[src/design/dlm_pkg.sv]
`default_nettype none

package dlm_pkg;

    localparam int DLM_WIDTH    = 16;
    localparam int DLM_CHANNELS = 16;

    // word select codes
    localparam logic [3:0] WS_EXT_INV    = 4'd0;
    localparam logic [3:0] WS_EXT_STATE  = 4'd1;
    localparam logic [3:0] WS_EXT_RISE   = 4'd2;
    localparam logic [3:0] WS_EXT_FALL   = 4'd3;
    localparam logic [3:0] WS_FB_INV     = 4'd4;
    localparam logic [3:0] WS_FB_STATE   = 4'd5;
    localparam logic [3:0] WS_FB_RISE    = 4'd6;
    localparam logic [3:0] WS_FB_FALL    = 4'd7;
    localparam logic [3:0] WS_USAGE      = 4'd8;
    localparam logic [3:0] WS_OPERATION  = 4'd9;

    // mask slot within a group of four
    localparam logic [1:0] MASK_INV   = 2'd0;
    localparam logic [1:0] MASK_STATE = 2'd1;
    localparam logic [1:0] MASK_RISE  = 2'd2;
    localparam logic [1:0] MASK_FALL  = 2'd3;

    // item opcodes
    localparam logic OP_EVAL  = 1'b0;
    localparam logic OP_WRITE = 1'b1;

    // reduce operations
    localparam logic [2:0] RED_AND    = 3'd0;
    localparam logic [2:0] RED_NAND   = 3'd1;
    localparam logic [2:0] RED_OR     = 3'd2;
    localparam logic [2:0] RED_NOR    = 3'd3;
    localparam logic [2:0] RED_XOR    = 3'd4;
    localparam logic [2:0] RED_XNOR   = 3'd5;
    localparam logic [2:0] RED_PARITY = 3'd6;

    typedef logic [3:0][DLM_WIDTH-1:0] dlm_masks_t;

    typedef struct packed {
        dlm_masks_t                 ext;
        dlm_masks_t                 fb;
        logic [2*DLM_WIDTH-1:0]     usage;
        logic [2:0]                 oper;
    } dlm_cfg_t;

    typedef struct packed {
        logic                       en;
        logic [3:0]                 chan;
        logic [3:0]                 word;
        logic [2*DLM_WIDTH-1:0]     value;
    } dlm_wr_t;

endpackage

`default_nettype wire

[src/design/dlm_channel.sv]
`default_nettype none

module dlm_channel (
    input  wire dlm_pkg::dlm_cfg_t              cfg,
    input  wire logic [dlm_pkg::DLM_WIDTH-1:0] ext_levels,
    input  wire logic [dlm_pkg::DLM_WIDTH-1:0] ext_rises,
    input  wire logic [dlm_pkg::DLM_WIDTH-1:0] ext_falls,
    input  wire logic [dlm_pkg::DLM_WIDTH-1:0] fb_levels,
    input  wire logic [dlm_pkg::DLM_WIDTH-1:0] fb_rises,
    input  wire logic [dlm_pkg::DLM_WIDTH-1:0] fb_falls,
    output logic                                result
);

    function automatic logic [dlm_pkg::DLM_WIDTH-1:0] masked_half(
        input dlm_pkg::dlm_masks_t           m,
        input logic [dlm_pkg::DLM_WIDTH-1:0] lv,
        input logic [dlm_pkg::DLM_WIDTH-1:0] ri,
        input logic [dlm_pkg::DLM_WIDTH-1:0] fa
    );
        return ((lv ^ m[dlm_pkg::MASK_INV]) & m[dlm_pkg::MASK_STATE])
             | (ri & m[dlm_pkg::MASK_RISE])
             | (fa & m[dlm_pkg::MASK_FALL]);
    endfunction

    logic [2*dlm_pkg::DLM_WIDTH-1:0] used;
    logic                            all_set;
    logic                            any_set;
    logic                            odd;

    assign used    = {masked_half(cfg.fb, fb_levels, fb_rises, fb_falls),
                      masked_half(cfg.ext, ext_levels, ext_rises, ext_falls)} & cfg.usage;
    assign all_set = (used == cfg.usage);
    assign any_set = |used;
    assign odd     = ^used;

    always_comb begin
        case (cfg.oper) inside
            dlm_pkg::RED_AND:                      result = all_set;
            dlm_pkg::RED_NAND:                     result = !all_set;
            dlm_pkg::RED_OR:                       result = any_set;
            dlm_pkg::RED_NOR:                      result = !any_set;
            dlm_pkg::RED_XOR, dlm_pkg::RED_PARITY: result = odd;
            dlm_pkg::RED_XNOR:                     result = !odd;
            default:                               result = 1'b0;
        endcase
    end

endmodule

`default_nettype wire

[config.mk]
export PLATFORM = sky130hd
export DESIGN_NAME = dlm_channel
export DESIGN_NICKNAME = d
export VERILOG_FILES = /design/src/design/dlm_pkg.sv /design/src/design/dlm_channel.sv
export SDC_FILE = /design/constraint.sdc
export NUM_CORES = 1
export LEC_CHECK = 0
export CORE_AREA = 4 4 98 100
export DETAILED_ROUTE_END_ITERATION = 8
export DIE_AREA = 0 0 102 104
export DONT_BUFFER_PORTS = 1
export SYNTH_ARGS = -nofsm -noshare
export SYNTH_HDL_FRONTEND = slang
export SYNTH_SLANG_ARGS = --single-unit
[constraint.sdc]
create_clock -name vclk -period 3.61
set_input_delay 0.5415 -clock vclk [all_inputs]
set_output_delay 0.5415 -clock vclk [all_outputs]
set_load 0.005 [all_outputs]
* After elaboration in Yosys (flattened, before gate mapping)
Cells that the tools add are included.
** Storage, ports and cells
- Bits in registers :: 0
- Latch bits :: 0
- Bits in writable memories :: 0
- Memory bits (read-only) :: 0
- Input port bits :: 259
- Logic and storage cells :: 33
- Memories :: 0
** Operators by class
- Add/subtract/negate cells :: 0
- Multiply operators :: 0
- Div/mod/pow operators :: 0
- $lt $le $gt $ge :: 0
- Eq/ne operators :: 7
- Shifts and indexed selects :: 0
- Multiplexer cells :: 6
- Bitwise logic cells :: 13
- Reduce and logical (&&, ||, !) cells :: 7
** Operator list (count)
- 16-bit bitwise AND :: 6
- 16-bit bitwise OR :: 4
- 32-bit bitwise AND :: 1
- 32-bit equality test :: 1
- 32-bit OR reduction :: 1
- 32-bit XOR reduction :: 1
- 16-bit XOR :: 2
- 3-bit equality test (second input constant) :: 3
- 3-bit by 2-bit equality test with 1-bit output (second input constant) :: 2
- 1-bit 2-to-1 mux :: 6
- 3-bit by 1-bit equality test with 1-bit output (second input constant) :: 1
- 1-bit zero test :: 3
- 3-bit zero test :: 1
- 2-bit OR reduction :: 1

* Logic depth before layout (Yosys ltp)
- Depth after elaboration :: 13
- Mapped depth :: 12
- Gate-level depth less buffers :: 12

* Least setup slack after synthesis
No wires, ideal clock.
- Path kind :: input-to-output
- Start :: input cfg[99] in the netlist's numbering
- End :: output result
- Arrival :: 2.207 ns
- Setup slack :: 0.862 ns
- Stages :: 11
- Cells stage by stage :: xor2_1 > a222oi_1 > nand2b_1 > ha_1 > xor2_1 > xnor2_1 > xnor2_1 > xnor2_1 > nor3_1 > a31oi_1 > o21ai_1
** Between the ends
- Longest elaborated chain between the ends :: 13
** RTL lines
- start, declared :: line dlm_channel.sv:4 : input wire dlm_pkg::dlm_cfg_t cfg,
- 16-bit XOR (*) :: line dlm_channel.sv:20 : return ((lv ^ m[dlm_pkg::MASK_INV]) & m[dlm_pkg::MASK_STATE])
- 16-bit bitwise AND (*) :: line dlm_channel.sv:20
- 16-bit bitwise OR (*) :: line dlm_channel.sv:21 : | (ri & m[dlm_pkg::MASK_RISE])
- 16-bit bitwise OR (*) :: line dlm_channel.sv:22 : | (fa & m[dlm_pkg::MASK_FALL]);
- 32-bit bitwise AND (*) :: line dlm_channel.sv:31 : masked_half(cfg.ext, ext_levels, ext_rises, ext_falls)} & cfg.usage;
- 32-bit XOR reduction :: line dlm_channel.sv:34 : assign odd = ^used;
- 1-bit zero test :: line dlm_channel.sv:43 : dlm_pkg::RED_XNOR: result = !odd;
- 1-bit 2-to-1 mux (5 in series) :: line dlm_channel.sv:37 : case (cfg.oper) inside
- 1-bit 2-to-1 mux (*) :: line dlm_channel.sv:37
- end, declared :: line dlm_channel.sv:11 : output logic result
Every way passes the cells marked *; elsewhere a longest branch is shown, timed or not.

* Worst setup path after layout
- Start :: input cfg[113] in the netlist's numbering
- End :: output result
The elaborated chain is that of the path after synthesis.

==> results.toml <==
[status]
status = "complete, no violations"

[yosys]
synth_xor_xnor_area_share = 0.289
synth_top_family_by_area = "compound AO/OA/AOI/OAI gates"
netlist_area_um2 = 1460
syn_area_per_cell_um2 = 8.08
yosysUniqueCellTypes = 23
synth_warnings = 0
synthMuxAreaShare = 0
synthesis.nets = 455
synth-simple-area-share = 0.189
synth_compound_area_frac = 0.366
synth-adder-area-share = 0.138
synth_cells = 180
synth.yosys.seq_area_share = 0

[timing]
timing.hold.ws_ps = 1200
rsz0062_at_grt = "false"
worst_pin_slew_ps = 367
max-slew-margin-rel = 0.755
setup_viol = 0
fmax_ghz = 0.332
fin_setup_tns_ps = 0
post-route-period-util = 0.834
drv_slew = 0
finalHoldViolCount = 0
fin_crit_ps = 3010
fin_ws_ps = 599

[cells_and_area]
seq_cells = 0
layout_common_cells = "xor2_1 (33), nand2b_1 (30), a222oi_1 (24), ha_1 (16), xnor2_1 (15)"
fin_nets = 457
clkbuf_count = 0
drive_gt1_frac = 0.0111
antennaDiodeCount = 0
postLayoutCoreUtil = 0.183
register_area_um2 = 0
area_growth_pct = 9.29
fin_area_um2 = 1590
final_common_cell = "xor2_1"
fin_cells = 288

[cts]
hold_buffers = 0
post_cts_buffers = 0
cts_resized = 0

[power_and_ir_drop]
p_leak_nw = 0.574
switching_share = 0.471
power_density_nw_per_um2 = 199
p_int_uw = 168
combPwrFrac = 1.000
p_sw_uw = 149
p_total_uw = 317
p_clk_frac = 0
pwr-share-seq = 0
vdd_drop_max_uv = 74.4

[place]
place_ws_ps = 564
io_buffers = 0
place_congestion = 0.752
placed_cell_area_um2 = 1590
dp_hpwl_um = 7110
dp.cells = 288

[global_route]
grt_pass1_vias = 1836
antenna_found_initial = 0
grt_max_degree = 4
gr-usage-all-layers = 0.122
grt_pass1_wl_um = 10200
grt_overflow_total = 0

[worst_setup_path]
cp.depth = 7
crit_end = "result"
end_kind = "primary output"
cp-start-kind = "input port"
critical-path-top-delay-family = "compound AO/OA/AOI/OAI gates"
cp.required_ps = 3070
setup.worst_path.class = "input port to primary output"
slowest_delay_ps = 540
setup.worst_path.start = "cfg[113]"
critical-path-slowest-cell = "or4_1"
crit_buf_inv = 0
arrival_ps = 2470
crit_chain = "xor2_1 -> a211oi_1 -> a2111o_1 -> or4_1 -> o41ai_2 -> xnor2_1 -> o21ai_1"
path_max_fanout = 2

[drt]
first_iter_violations = 143
ant_nets = 0
viasPerCell = 5.78
drt-total-wl_um = 7370
routedWlPerCell_um = 25.6
drt-pass1-iter-count = 5
drc_errors = 0
dr_total_vias = 1665

[floorplanning]
die-area_um2 = 10600
std_cell_rows = 34
core_area_um2 = 8680
die_w_um = 102
initial_utilization = 0.168
pin_count = 260
die_h_um = 104

[flow_run]
max-cap-violations = 0

[worst_hold_path]
hp-class = "input port to primary output"
[worst min path at each step]
| stage | startpoint | to | slack, ps | cells after the start |
|---|---|---|---|---|
| after floorplan | cfg[2] | result | 1140 | 1 |
| after global placement | cfg[2] | result | 1210 | 1 |
| after detailed placement | cfg[2] | result | 1210 | 1 |
| after CTS | cfg[2] | result | 1210 | 1 |
| after global routing | cfg[2] | result | 1210 | 1 |
| final | cfg[2] | result | 1200 | 1 |
[layout make-up]
cell class / count / area, um2
multi-input combinational: 173 / 1430
tap: 108 / 135
fill: 998 / 7090
inverter: 7 / 26.3
[power groups by stage]
stage / Clock, mW / Sequential [mW] / Combinational (mW)
after floorplan: 0 / 0 / 0.260
after global placement: 0 / 0 / 0.319
after detailed placement: 0 / 0 / 0.324
after CTS: 0 / 0 / 0.326
after global routing: 0 / 0 / 0.366
final: 0 / 0 / 0.317
[routing by layer]
layer	part of all wire	vias up	GRT usage
met5	0	-	0
met4	0.0065	0	0.00656
met3	0.10	2	0.0208
met2	0.53	147	0.226
met1	0.36	779	0.152
li1	-	737	-
[synth_stat cells, types with 2 or more instances]
library cell,count,area [um2]
nand2b_1,30,188
a22o_1,6,52.6
a222oi_1,24,240
a21oi_1,7,35.0
a211oi_1,6,45.0
a22oi_1,11,82.6
xnor2_1,15,131
inv_1,7,26.3
nand4_1,6,37.5
a2111o_1,2,22.5
nand2_1,7,26.3
ha_1,16,200
xor2_1,33,289
[cells by family after synthesis]
logic type | after synthesis
compound gates | 62
xor+xnor | 48
simple gates | 47
fa+ha+maj | 16
buf+inv | 7
Power figures use the tool's default switching activity.
